**src/hdl/bdp_pkg.sv**
```systemverilog
// Package for the button double-press command decoder.
// Holds the command, gesture-state and result types, lever positions, output codes and code mapping.
// No dependencies; every other file of the block but the checker imports it.
package bdp_pkg;

    // Internal command encoding, as carried in the pending and last command registers.
    typedef enum logic [3:0] {
        CMD_UNKNOWN    = 4'd0,
        CMD_NONE       = 4'd1,
        CMD_LEFT       = 4'd2,
        CMD_RIGHT      = 4'd3,
        CMD_SPEED_UP   = 4'd4,
        CMD_SPEED_DOWN = 4'd5,
        CMD_GAP_UP     = 4'd6,
        CMD_GAP_DOWN   = 4'd7,
        CMD_RESET      = 4'd8
    } t_cmd;

    // Gesture tracking states.
    typedef enum logic [2:0] {
        ST_UNKNOWN  = 3'd0,
        ST_READY    = 3'd1,
        ST_WAIT     = 3'd2,
        ST_RELEASED = 3'd3,
        ST_EXECUTE  = 3'd4
    } t_gesture_state;

    // Output command codes.
    localparam logic [2:0] CODE_LEFT_LANE  = 3'd0;
    localparam logic [2:0] CODE_RIGHT_LANE = 3'd1;
    localparam logic [2:0] CODE_SPEED_UP   = 3'd2;
    localparam logic [2:0] CODE_SPEED_DOWN = 3'd3;
    localparam logic [2:0] CODE_GAP_UP     = 3'd4;
    localparam logic [2:0] CODE_GAP_DOWN   = 3'd5;
    localparam logic [2:0] CODE_RESET      = 3'd6;

    // Turn lever positions.
    localparam logic [1:0] TURN_LEFT  = 2'd1;
    localparam logic [1:0] TURN_RIGHT = 2'd2;

    // Result of one processed report, handed from the gesture core to the top level.
    typedef struct packed {
        logic       emit;
        logic [2:0] code;
    } t_result;

    function automatic logic [2:0] output_code(input t_cmd cmd);
        logic [2:0] code;
        case (cmd)
            CMD_LEFT:       code = CODE_LEFT_LANE;
            CMD_RIGHT:      code = CODE_RIGHT_LANE;
            CMD_SPEED_UP:   code = CODE_SPEED_UP;
            CMD_SPEED_DOWN: code = CODE_SPEED_DOWN;
            CMD_GAP_UP:     code = CODE_GAP_UP;
            CMD_GAP_DOWN:   code = CODE_GAP_DOWN;
            CMD_RESET:      code = CODE_RESET;
            default:        code = CODE_LEFT_LANE;
        endcase
        return code;
    endfunction

endpackage

```
**src/hdl/bdp_decode.sv**
```systemverilog
// Control report decoder: turns the lever position and five buttons into one command.
// Depends on bdp_pkg for the command type and the lever positions.
module bdp_decode (
    input  logic [1:0]   i_lever_pos,
    input  logic         i_gap_decrease_button,
    input  logic         i_gap_increase_button,
    input  logic         i_accel_button,
    input  logic         i_decel_button,
    input  logic         i_resume_button,
    output bdp_pkg::t_cmd o_cmd
);
    import bdp_pkg::*;

    logic       w_left;
    logic       w_right;
    logic [2:0] w_count;
    t_cmd       w_single;

    assign w_left  = (i_lever_pos == TURN_LEFT);
    assign w_right = (i_lever_pos == TURN_RIGHT);

    assign w_count = 3'(w_left) + 3'(w_right) + 3'(i_gap_decrease_button)
                   + 3'(i_gap_increase_button) + 3'(i_accel_button)
                   + 3'(i_decel_button) + 3'(i_resume_button);

    // Only consulted when exactly one control is active.
    always_comb begin
        if (i_resume_button) begin
            w_single = CMD_RESET;
        end else if (i_decel_button) begin
            w_single = CMD_SPEED_DOWN;
        end else if (i_accel_button) begin
            w_single = CMD_SPEED_UP;
        end else if (i_gap_increase_button) begin
            w_single = CMD_GAP_UP;
        end else if (i_gap_decrease_button) begin
            w_single = CMD_GAP_DOWN;
        end else if (w_right) begin
            w_single = CMD_RIGHT;
        end else begin
            w_single = CMD_LEFT;
        end
    end

    always_comb begin
        if (w_count == 3'd0) begin
            o_cmd = CMD_NONE;
        end else if (w_count == 3'd1) begin
            o_cmd = w_single;
        end else begin
            o_cmd = CMD_UNKNOWN;
        end
    end

endmodule

```
**src/hdl/bdp_gesture.sv**
```systemverilog
// Gesture state machine and command counter for the double-press decoder.
// Depends on bdp_pkg for the command and state types and the code mapping.
module bdp_gesture (
    input  logic             i_clk,
    input  logic             i_rst_n,
    input  logic             i_advance,
    input  bdp_pkg::t_cmd    i_cmd,
    output bdp_pkg::t_result o_result,
    output logic [31:0]      o_sequence_number
);
    import bdp_pkg::*;

    t_gesture_state r_state, n_state, w_trans;
    t_cmd           r_pending, n_pending;
    t_cmd           r_last, n_last;
    logic           r_nsp, n_nsp;
    logic [31:0]    r_count, n_count;
    logic           w_nsp_upd;
    logic           w_take;
    logic           w_clear;

    // Second-press flag tracks single-control reports, repeats too; clears set it.
    always_comb begin
        if (i_cmd == CMD_LEFT || i_cmd == CMD_RIGHT) begin
            w_nsp_upd = 1'b0;
        end else if (i_cmd >= CMD_SPEED_UP) begin
            w_nsp_upd = 1'b1;
        end else begin
            w_nsp_upd = r_nsp;
        end
    end

    always_comb begin
        case (r_state)
            ST_UNKNOWN:  w_trans = (i_cmd == CMD_NONE) ? ST_READY : ST_UNKNOWN;
            ST_READY:    w_trans = w_nsp_upd ? ST_WAIT : ST_EXECUTE;
            ST_WAIT:     w_trans = (i_cmd == CMD_NONE) ? ST_RELEASED : ST_UNKNOWN;
            ST_RELEASED: w_trans = (i_cmd == r_pending) ? ST_EXECUTE : ST_UNKNOWN;
            ST_EXECUTE: begin
                if (i_cmd == CMD_NONE) begin
                    w_trans = w_nsp_upd ? ST_RELEASED : ST_READY;
                end else begin
                    w_trans = ST_UNKNOWN;
                end
            end
            default:     w_trans = ST_UNKNOWN;
        endcase
    end

    assign w_take  = i_advance && (r_last != i_cmd);
    assign w_clear = w_take && (i_cmd == CMD_UNKNOWN || w_trans == ST_UNKNOWN);

    // Next state.
    always_comb begin
        if (w_clear) begin
            n_state = ST_UNKNOWN;
        end else if (w_take) begin
            n_state = w_trans;
        end else begin
            n_state = r_state;
        end
    end

    // Other register updates and the result.
    always_comb begin
        n_nsp     = r_nsp;
        n_last    = r_last;
        n_pending = r_pending;
        n_count   = r_count;
        o_result.emit = 1'b0;
        o_result.code = output_code((r_state == ST_READY) ? i_cmd : r_pending);
        if (i_advance) begin
            n_nsp = w_nsp_upd;
        end
        if (w_clear) begin
            n_nsp     = 1'b1;
            n_last    = CMD_UNKNOWN;
            n_pending = CMD_UNKNOWN;
        end else if (w_take) begin
            n_last = i_cmd;
            if (r_state == ST_READY) begin
                n_pending = i_cmd;
            end
            if (w_trans == ST_EXECUTE) begin
                o_result.emit = 1'b1;
                n_count       = r_count + 32'd1;
            end
        end
    end

    assign o_sequence_number = r_count;

    always_ff @(posedge i_clk) begin
        if (!i_rst_n) begin
            r_state   <= ST_UNKNOWN;
            r_pending <= CMD_UNKNOWN;
            r_last    <= CMD_UNKNOWN;
            r_nsp     <= 1'b1;
            r_count   <= 32'd0;
        end else begin
            r_state   <= n_state;
            r_pending <= n_pending;
            r_last    <= n_last;
            r_nsp     <= n_nsp;
            r_count   <= n_count;
        end
    end

endmodule

```
**src/hdl/button_double_press_command_fsm.sv**
```systemverilog
// Top level of the button double-press command decoder.
// A request accepted into the input register shows its command, if any, on the
// outputs once it has advanced into the result register.
// Throughput: one request per cycle; the input register advances whenever the result
// register is empty or being taken, so the result register sets the pace.
// Reset (synchronous, active low) clears the gesture state, both valid flags and the
// sequence counter.
module button_double_press_command_fsm (
    input  logic        i_clk,
    input  logic        i_rst_n,
    input  logic        i_valid,
    output logic        o_ready,
    input  logic [1:0]  i_lever_pos,
    input  logic        i_gap_decrease_button,
    input  logic        i_gap_increase_button,
    input  logic        i_accel_button,
    input  logic        i_decel_button,
    input  logic        i_resume_button,
    output logic        o_valid,
    input  logic        i_ready,
    output logic [2:0]  o_command_code,
    output logic [31:0] o_sequence_number
);
    import bdp_pkg::*;

    // Input register: holds one request for the decode and state update stage.
    logic        r_in_valid;
    logic [1:0]  r_lever_pos;
    logic        r_gap_decrease_button;
    logic        r_gap_increase_button;
    logic        r_accel_button;
    logic        r_decel_button;
    logic        r_resume_button;

    // Result register: holds one command until the downstream side takes it.
    logic        r_out_valid;
    logic [2:0]  r_command_code;
    logic [31:0] r_sequence_number;

    logic        w_advance;
    logic        w_in_take;
    t_cmd        w_cmd;
    t_result     w_result;
    logic [31:0] w_seq;

    // The held request is processed in the cycle the result register can absorb a
    // possible command: either it is empty or its command leaves at this edge.
    assign w_advance = r_in_valid && (!r_out_valid || i_ready);
    assign o_ready   = !r_in_valid || w_advance;
    assign w_in_take = i_valid && o_ready;

    always_ff @(posedge i_clk) begin
        if (!i_rst_n) begin
            r_in_valid <= 1'b0;
        end else if (w_in_take) begin
            r_in_valid <= 1'b1;
        end else if (w_advance) begin
            r_in_valid <= 1'b0;
        end
    end

    always_ff @(posedge i_clk) begin
        if (w_in_take) begin
            r_lever_pos           <= i_lever_pos;
            r_gap_decrease_button <= i_gap_decrease_button;
            r_gap_increase_button <= i_gap_increase_button;
            r_accel_button        <= i_accel_button;
            r_decel_button        <= i_decel_button;
            r_resume_button       <= i_resume_button;
        end
    end

    bdp_decode u_decode (
        .i_lever_pos           (r_lever_pos),
        .i_gap_decrease_button (r_gap_decrease_button),
        .i_gap_increase_button (r_gap_increase_button),
        .i_accel_button        (r_accel_button),
        .i_decel_button        (r_decel_button),
        .i_resume_button       (r_resume_button),
        .o_cmd                 (w_cmd)
    );

    // The gesture core updates its state only on a cycle the request advances.
    bdp_gesture u_gesture (
        .i_clk             (i_clk),
        .i_rst_n           (i_rst_n),
        .i_advance         (w_advance),
        .i_cmd             (w_cmd),
        .o_result          (w_result),
        .o_sequence_number (w_seq)
    );

    // A new command loads the result register; otherwise a taken command empties it.
    always_ff @(posedge i_clk) begin
        if (!i_rst_n) begin
            r_out_valid <= 1'b0;
        end else if (w_result.emit) begin
            r_out_valid <= 1'b1;
        end else if (i_ready) begin
            r_out_valid <= 1'b0;
        end
    end

    always_ff @(posedge i_clk) begin
        if (w_result.emit) begin
            r_command_code    <= w_result.code;
            r_sequence_number <= w_seq;
        end
    end

    assign o_valid           = r_out_valid;
    assign o_command_code    = r_command_code;
    assign o_sequence_number = r_sequence_number;

endmodule

```
**config.mk**
```make
export PLATFORM = sky130hd
export DESIGN_NAME = button_double_press_command_fsm
export DESIGN_NICKNAME = d
export VERILOG_FILES = /design/src/hdl/bdp_pkg.sv /design/src/hdl/bdp_decode.sv /design/src/hdl/bdp_gesture.sv /design/src/hdl/button_double_press_command_fsm.sv
export SDC_FILE = /design/constraint.sdc
export NUM_CORES = 1
export LEC_CHECK = 0
export BUFFER_PORTS_ARGS = -buffer_cell sky130_fd_sc_hd__buf_2
export CAP_MARGIN = 10
export CORE_AREA = 2 2 171 89
export CTS_BUF_LIST = sky130_fd_sc_hd__clkbuf_4 sky130_fd_sc_hd__clkbuf_8
export DETAILED_ROUTE_END_ITERATION = 8
export DIE_AREA = 0 0 173 91
export PLACE_DENSITY = 0.48
export SLEW_MARGIN = 20
export SYNTH_ARGS = -nofsm -noshare
export SYNTH_HDL_FRONTEND = slang
export SYNTH_SLANG_ARGS = --single-unit
```
**constraint.sdc**
```tcl
create_clock -name i_clk -period 7.8 [get_ports i_clk]
set_input_delay 0.78 -clock i_clk [delete_from_list [all_inputs] [get_ports i_clk]]
set_output_delay 0.78 -clock i_clk [all_outputs]
set_load 0.02 [all_outputs]
```
# ---- Word level (Yosys, flattened, before mapping)
# Index checks and enable logic that the tools add are counted.
dict set report op_classes {
  reduce_logical 18
  bitwise_logic 2
  magnitude_cmp 1
  eq_ne 19
  add_sub_neg 7
  mux 26
}
# op count
set ops {}
lappend ops {{32-bit by 1-bit adder with 32-bit output (second input constant)} 1}
lappend ops {{4-bit 2-to-1 mux} 8}
lappend ops {{3-bit one-hot mux with 6 select lines} 1}
lappend ops {{4-bit by 3-bit equality test with 1-bit output (second input constant)} 4}
lappend ops {{3-bit by 1-bit adder with 3-bit output} 5}
lappend ops {{3-bit one-hot mux with 5 select lines} 1}
lappend ops {{4-bit by 2-bit equality test with 1-bit output (second input constant)} 3}
lappend ops {{1-bit 2-to-1 mux} 11}
lappend ops {{3-bit zero test} 3}
lappend ops {{3-bit 2-to-1 mux} 3}
lappend ops {{3-bit by 1-bit equality test with 1-bit output (second input constant)} 2}
lappend ops {{3-bit by 2-bit equality test with 1-bit output (second input constant)} 2}
lappend ops {{3-bit equality test (second input constant)} 2}
lappend ops {{4-bit by 1-bit equality test with 1-bit output (second input constant)} 1}
lappend ops {{4-bit equality test} 1}
lappend ops {{4-bit equality test (second input constant)} 1}
lappend ops {{4-bit by 3-bit >= comparator with 1-bit output (second input constant)} 1}
lappend ops {{1-bit logical AND} 4}
lappend ops {{4-bit zero test} 1}
lappend ops {{1-bit logical OR} 4}
lappend ops {{2-bit 2-to-1 mux} 2}
lappend ops {{4-bit inequality test} 1}
lappend ops {{2-bit nonzero test} 2}
lappend ops {{3-bit AND reduction} 1}
lappend ops {{6 further kinds} 8}
dict set report totals {
  inputBits 11
  word_cells 88
  regBits 88
  out_inout_bits 37
}

# ---- Logic depth before layout (Yosys ltp)
dict set report depth {
  ltp_word 21
  ltp_mapped 17
  depth_no_buf 16
}

# ---- Cells and area by module
# Synthesis repeated with hierarchy kept, for this count alone.
dict set report hier_totals {
  cells_unflattened 358
  hier_area_um2 4023.9
}
# mod n_inst cells_each seq_area_each_um2 area_per_inst_um2
set modules_own_cells {}
lappend modules_own_cells {bdp_gesture 1 285 880.8 2462.4}
lappend modules_own_cells {button_double_press_command_fsm 1 51 1301.2 1365.1}
lappend modules_own_cells {bdp_decode 1 22 0.0 196.4}

# ---- Least setup slack after synthesis
# Ideal clock, no wire load.
dict set report synth_path {
  kind {register to register}
  start {reg r_lever_pos[0]}
  end {reg u_gesture.r_count[5] (netlist: u_gesture.o_sequence_number[5])}
  required_time_ns 7.683
  path_stages_with_launch 18
  setup_time_ns 0.117
  n_path_buf 1
  arrival_ns 4.842
  path_slack_ns 2.841
  synth_period_minus_slack_ns 4.959
  cell_sequence {edfxtp_1 > inv_1 > ha_1 > fa_1 > fa_1 > inv_1 > ha_1 > inv_1 > fa_1 > xor2_2 > nand4_1 > or3b_1 > a31o_1 > a211o_4 > buf_6 > inv_1 > a31oi_1 > a41o_1}
}
dict set report synth_between {
  elab_chain_len 21
  elab_cells_between_ends 42
  classes_between {6 x add/sub; 1 x order compare; 9 x eq/ne; 17 x mux; 1 x bitwise; 8 x reduce/logical}
}
# element line
set synth_rtl {}
lappend synth_rtl {{start: declaration} button_double_press_command_fsm.sv:28} ;# logic [1:0] r_lever_pos;
lappend synth_rtl {{start signal: assignment} button_double_press_command_fsm.sv:64} ;# r_lever_pos <= i_lever_pos;
lappend synth_rtl {{2-bit by 1-bit equality test with 1-bit output or 2-bit equality test (tied branches)} {bdp_decode.sv:19, bdp_decode.sv:20}}
lappend synth_rtl {{1-bit by 1-bit adder with 2-bit output} bdp_decode.sv:22} ;# assign w_count = 3'(w_left) + 3'(w_right) + 3'(i_gap_decrease_button)
lappend synth_rtl {{3-bit by 1-bit adder with 3-bit output} bdp_decode.sv:22}
lappend synth_rtl {{3-bit by 1-bit adder with 3-bit output (2 in series)} bdp_decode.sv:23} ;# + 3'(i_gap_increase_button) + 3'(i_accel_button)
lappend synth_rtl {{3-bit by 1-bit adder with 3-bit output (2 in series)} bdp_decode.sv:24} ;# + 3'(i_decel_button) + 3'(i_resume_button);
lappend synth_rtl {{3-bit by 1-bit equality test with 1-bit output} bdp_decode.sv:48} ;# end else if (w_count == 3'd1) begin
lappend synth_rtl {{4-bit 2-to-1 mux} bdp_decode.sv:48}
lappend synth_rtl {{4-bit 2-to-1 mux *} bdp_decode.sv:46} ;# if (w_count == 3'd0) begin
lappend synth_rtl {{[3 not listed]} --}
lappend synth_rtl {{2-bit 2-to-1 mux} bdp_gesture.sv:41} ;# w_trans = w_nsp_upd ? ST_RELEASED : ST_READY;
lappend synth_rtl {{3-bit 2-to-1 mux} bdp_gesture.sv:40} ;# if (i_cmd == CMD_NONE) begin
lappend synth_rtl {{3-bit one-hot mux with 5 select lines} bdp_gesture.sv:34} ;# case (r_state)
lappend synth_rtl {{3-bit zero test} bdp_gesture.sv:51} ;# assign w_clear = w_take && (i_cmd == CMD_UNKNOWN || w_trans == ST_UNKNOWN);
lappend synth_rtl {{1-bit logical OR} bdp_gesture.sv:51}
lappend synth_rtl {{1-bit logical AND} bdp_gesture.sv:51}
lappend synth_rtl {{1-bit NOT (no source line)} --}
lappend synth_rtl {{3-bit AND reduction (no source line) *} --}
lappend synth_rtl {{end signal: assignment} bdp_gesture.sv:105} ;# r_count <= n_count;
lappend synth_rtl {{end: declaration} bdp_gesture.sv:17} ;# logic [31:0] r_count, n_count;
# Every way passes the cells marked *; elsewhere a longest branch is shown, timed or not.
# A chain may end at the register's enable or synchronous reset.

# ---- Final worst setup path
# Ends and elaborated chain as after synthesis.

==> run summary <==
The initial utilization of the core area, before any placement, comes to 27.58%. The fraction of synthesized cell area in xor and xnor cells came out at 0.6392%. TritonCTS built the clock tree. The area growth from synthesis to layout is 15.12%. The top cell type by area accounts for 32.21% of the synthesized area.

After detailed placement, the total cell area comes to 4345 um^2. The fraction of the yosys area taken by sequential cells is 55.74%. The later-pin clock latency in the skew report is 360 ps. The number of input and output port buffers inserted came out at 47. The global-route wire length before repair came out at 14.98 mm.

The number of H-tree branching levels is 3. The via count of the first global-routing pass came out at 2748. The maximum clock rate came out at 0.1903 GHz.

In this run the static leakage power is 0.001628 uW. The area share of and/or/nand/nor cells after synthesis came out at 19.53%. The standard cell with the maximum stage delay on the critical path is sky130_fd_sc_hd__fa_1. Across the routed clock network, the largest skew measured is 9.560 ps. Walking the worst path, the cells encountered are inv_1 > ha_1 > fa_1 > fa_1 > inv_1 > ha_1 > inv_1 > fa_1 > xor2_2 > nand4_1 > or3b_1 > a31o_1 > a211o_4 > inv_1 > buf_4 > a31oi_1 > a41o_1.

The worst-case hold slack is 455.2 ps. Dividing the detail-routed wire length by the instance count gives 14.68 um. The number of buffers between clock root and the deepest sink came out at 2. The worst setup path is launched from a flip-flop. For this run, the slowest stage of the critical path takes 500 ps.

The floorplan row count is 31. The number of unique standard cell types used by synthesis came out at 54. After detailed routing, the total wire length is 9.235 mm. The fraction of the mapped netlist area in adder cells is 3.132%.

sky130_fd_sc_hd__edfxtp_1 takes more of the synthesized area than any other cell. The synthesized instance count is 382. The post-synthesis async set-or-reset flop share is 0%. The total buffers and inverters traversed by the critical path is 5. In this run, post-CTS hold repair placed 0 buffers. The average size of a mapped cell is 10.25 um^2.

By area, the combinational part of the netlist is dominated by simple AND/OR/NAND/NOR gates. The fraction of layout instances using a drive strength above 1 is 16.01%. The final setup violation count is 0.

The cell type with the highest occurrence count on the critical path is sky130_fd_sc_hd__inv_1. The mapped netlist covers 3915 um^2. Yosys instantiated no cell more often than sky130_fd_sc_hd__dfxtp_1. The total count of max-transition violations in the final report came out at 0.

By count the netlist is led by 46 x sky130_fd_sc_hd__dfxtp_1, 42 x sky130_fd_sc_hd__edfxtp_1, 38 x sky130_fd_sc_hd__a21oi_1, 30 x sky130_fd_sc_hd__nor2_1, 27 x sky130_fd_sc_hd__nand2_1. The Yosys step of the flow raised 0 warnings. The number of antenna violations at the first check in global routing is 0.

The run finished with clean final reports. Post-CTS repair changed the size of 0 cells. The total nets after synthesis came out at 401. The finished cells cover 4507 um^2.

The total area inside the core boundary comes to 14200 um^2. The overall global routing resource usage came out at 12.20%. The slew of the pin with the lowest slew margin is 1035 ps. The number of synthesized register bits is 88. The final weighted congestion of routability-driven global placement is 0.8764.

The count of final hold-check violations came out at 0. The first TritonRoute pass finished after 4 iterations. The arrival time of the worst setup path came out at 5510 ps.

The number of violations reported at the end of detailed-routing iteration 0 is 221. Setup repair after global routing left no endpoint under its margin. The detail-routed via count per cell came out at 4.938. The tree built by TritonCTS fans out to 88 sinks. The data required time of the worst path came out at 8050 ps. Detailed routing inserted a total of 3106 vias.

The die extent in y is 91 um. Sorting the synthesized cells by area gives the leading types as sky130_fd_sc_hd__edfxtp_1 32%, sky130_fd_sc_hd__dfxtp_1 24%, sky130_fd_sc_hd__a21oi_1 4.9%. The max capacitance violation total is 0. The leading register cell type out of synthesis is sky130_fd_sc_hd__dfxtp_1.

The portion of synthesized area spent on multiplexers is 0.7670%. The total congestion overflow is 0. The cell family contributing the most delay on the critical path is adder cells. The clock-pin slew on the worst setup and hold paths came out at 80 ps. The area fraction in compound gates after synthesis is 16.55%. The repair_antennas step left the layout with diodes totalling 0. The worst-case headroom to the max-slew limit is 30.75%. The number of inserted filler cells in the final layout is 1491. The area enclosed by the die boundary is 15740 um^2.

The worst setup path is captured at a flip-flop. The final critical-path required period came out at 5254 ps. The die boundary width came out at 173 um. The final-layout setup total negative slack came out at 0 ps.

Along the worst path, the maximum fanout reaches 37. The CTS buffer count is 9. The critical path is of the flip-flop to flip-flop type. Post-CTS timing repair inserted 0 buffers for setup. Once detail routing completed, the nets flagged for antenna violations numbered 0. The placed wire-length estimate came out at 6.523 mm.

Dividing the final minimum period by the clock period gives 67.36%. In this run the count of I/O pins placed on the die edge is 48. The root buffer cell chosen for the clock tree is sky130_fd_sc_hd__clkbuf_8. The pin count of the biggest net entering global routing came out at 38. The power per standard cell area is 204.6 nW/um^2. The worst hold path belongs to the class flip-flop to flip-flop.

The count of flip-flops with a built-in enable after synthesis is 42. For this run, design rule violations remaining after detail routing come to 0. The worst-case vdd ir drop is 0.06217 mV. Total power for the finished layout comes to 921.9 uW. For this run, the post-layout net count is 446.
-- per-layer routing --
layer | GRT usage (%) | vias up | part of all wire (%)
met1 | 20.28 | 1484 | 59
met5 | 0 | - | 0
met3 | 3.727 | 9 | 6.1
met4 | 3.955 | 0 | 1.1
met2 | 13.77 | 92 | 34
li1 | - | 1521 | -
-- worst paths after layout --
path,from,depth (start not counted),slack [ps],to
setup reg to reg,r_lever_pos[0],17,2550,u_gesture.o_sequence_number[5]
hold / removal,u_gesture.o_sequence_number[31],0,460,o_sequence_number[31]
setup / recovery,r_lever_pos[0],17,2550,u_gesture.o_sequence_number[5]
hold reg to reg,u_gesture.o_sequence_number[31],0,460,o_sequence_number[31]
-- worst reg2reg max path, cell delays in order, from the launching register on --
cell	delay, ps
sky130_fd_sc_hd__edfxtp_1	390
sky130_fd_sc_hd__inv_1	70
sky130_fd_sc_hd__ha_1	230
sky130_fd_sc_hd__fa_1	500
sky130_fd_sc_hd__fa_1	420
sky130_fd_sc_hd__inv_1	80
sky130_fd_sc_hd__ha_1	140
sky130_fd_sc_hd__inv_1	50
sky130_fd_sc_hd__fa_1	400
sky130_fd_sc_hd__xor2_2	310
sky130_fd_sc_hd__nand4_1	210
sky130_fd_sc_hd__or3b_1	410
sky130_fd_sc_hd__a31o_1	230
sky130_fd_sc_hd__a211o_4	490
sky130_fd_sc_hd__inv_1	430
sky130_fd_sc_hd__buf_4	430
sky130_fd_sc_hd__a31oi_1	140
sky130_fd_sc_hd__a41o_1	210
-- sequential cells by signal, summed over array words and instances (netlist names) --
register	count
r_in_valid	1
r_lever_pos	2
r_accel_button	1
u_gesture.o_sequence_number	32
u_gesture.r_state	3
r_gap_increase_button	1
o_valid	1
r_gap_decrease_button	1
r_resume_button	1
r_decel_button	1
u_gesture.r_nsp	1
o_command_code	3
o_sequence_number	32
u_gesture.r_last	4
u_gesture.r_pending	4
-- placed cells by master (no fill, tap or decap), types with 4 or more instances in the layout --
cell type                  netlist  layout
sky130_fd_sc_hd__nand3_1        15      15
sky130_fd_sc_hd__nand2b_1        5       5
sky130_fd_sc_hd__a31oi_1         4       4
sky130_fd_sc_hd__and2_1          7       7
sky130_fd_sc_hd__buf_2           2      47
sky130_fd_sc_hd__a21oi_1        38      38
sky130_fd_sc_hd__edfxtp_1       42      42
sky130_fd_sc_hd__clkbuf_8        0       9
sky130_fd_sc_hd__nand2_1        27      27
sky130_fd_sc_hd__or3_1          15      15
sky130_fd_sc_hd__o31ai_1        15      15
sky130_fd_sc_hd__inv_1          19      19
sky130_fd_sc_hd__nor2_1         30      30
sky130_fd_sc_hd__nand4_1         6       6
sky130_fd_sc_hd__dfxtp_1        46      46
sky130_fd_sc_hd__o21ai_0        19      19
sky130_fd_sc_hd__or4_1          15      15
sky130_fd_sc_hd__ha_1            5       5
sky130_fd_sc_hd__nor3_1          9       9
-- kinds of logic (layout without fill, tap and decap cells) --
logic type                 after synthesis  count (layout)
DFF                                     88              88
muxes                                    3               3
xor gates and xnor gates                 2               2
buffers and inverters                   35              84
AOI/OAI and AO/OA                      101             101
and+or+nand+nor                        145             145
adders and majority gates                8               8
-- final cells by class --
type | instances | area [um^2] | area share, %
clock inverter | 4 | 22.52 | 0.4997
timing repair buffer | 49 | 250.2 | 5.552
inverter | 20 | 75.07 | 1.666
multi-input combinational | 259 | 1590 | 35.29
sequential | 88 | 2182 | 48.42
tap | 198 | 247.7 | 5.497
clock buffer | 11 | 138.9 | 3.082
-- metrics by stage --
step / setup slack, ps / instances / utilization, %
5_1_grt: 2058 / 629 / 31.75
2_1_floorplan: 2841 / 382 / -
6_report: 2546 / 629 / 31.75
4_1_cts: 2530 / 629 / 31.75
3_5_place_dp: 2556 / 614 / 30.61
3_3_place_gp: 2732 / 614 / 30.61
-- where the power goes --
group | internal [uW] | total, uW | leakage, uW | switching (uW)
Sequential | 490 | 501 | 0.000844 | 11.3
Clock | 120 | 275 | 0.0000858 | 155
Combinational | 47.6 | 146 | 0.000698 | 98.6
Total | 657 | 922 | 0.00163 | 265
(Power assumes the default switching activity.)
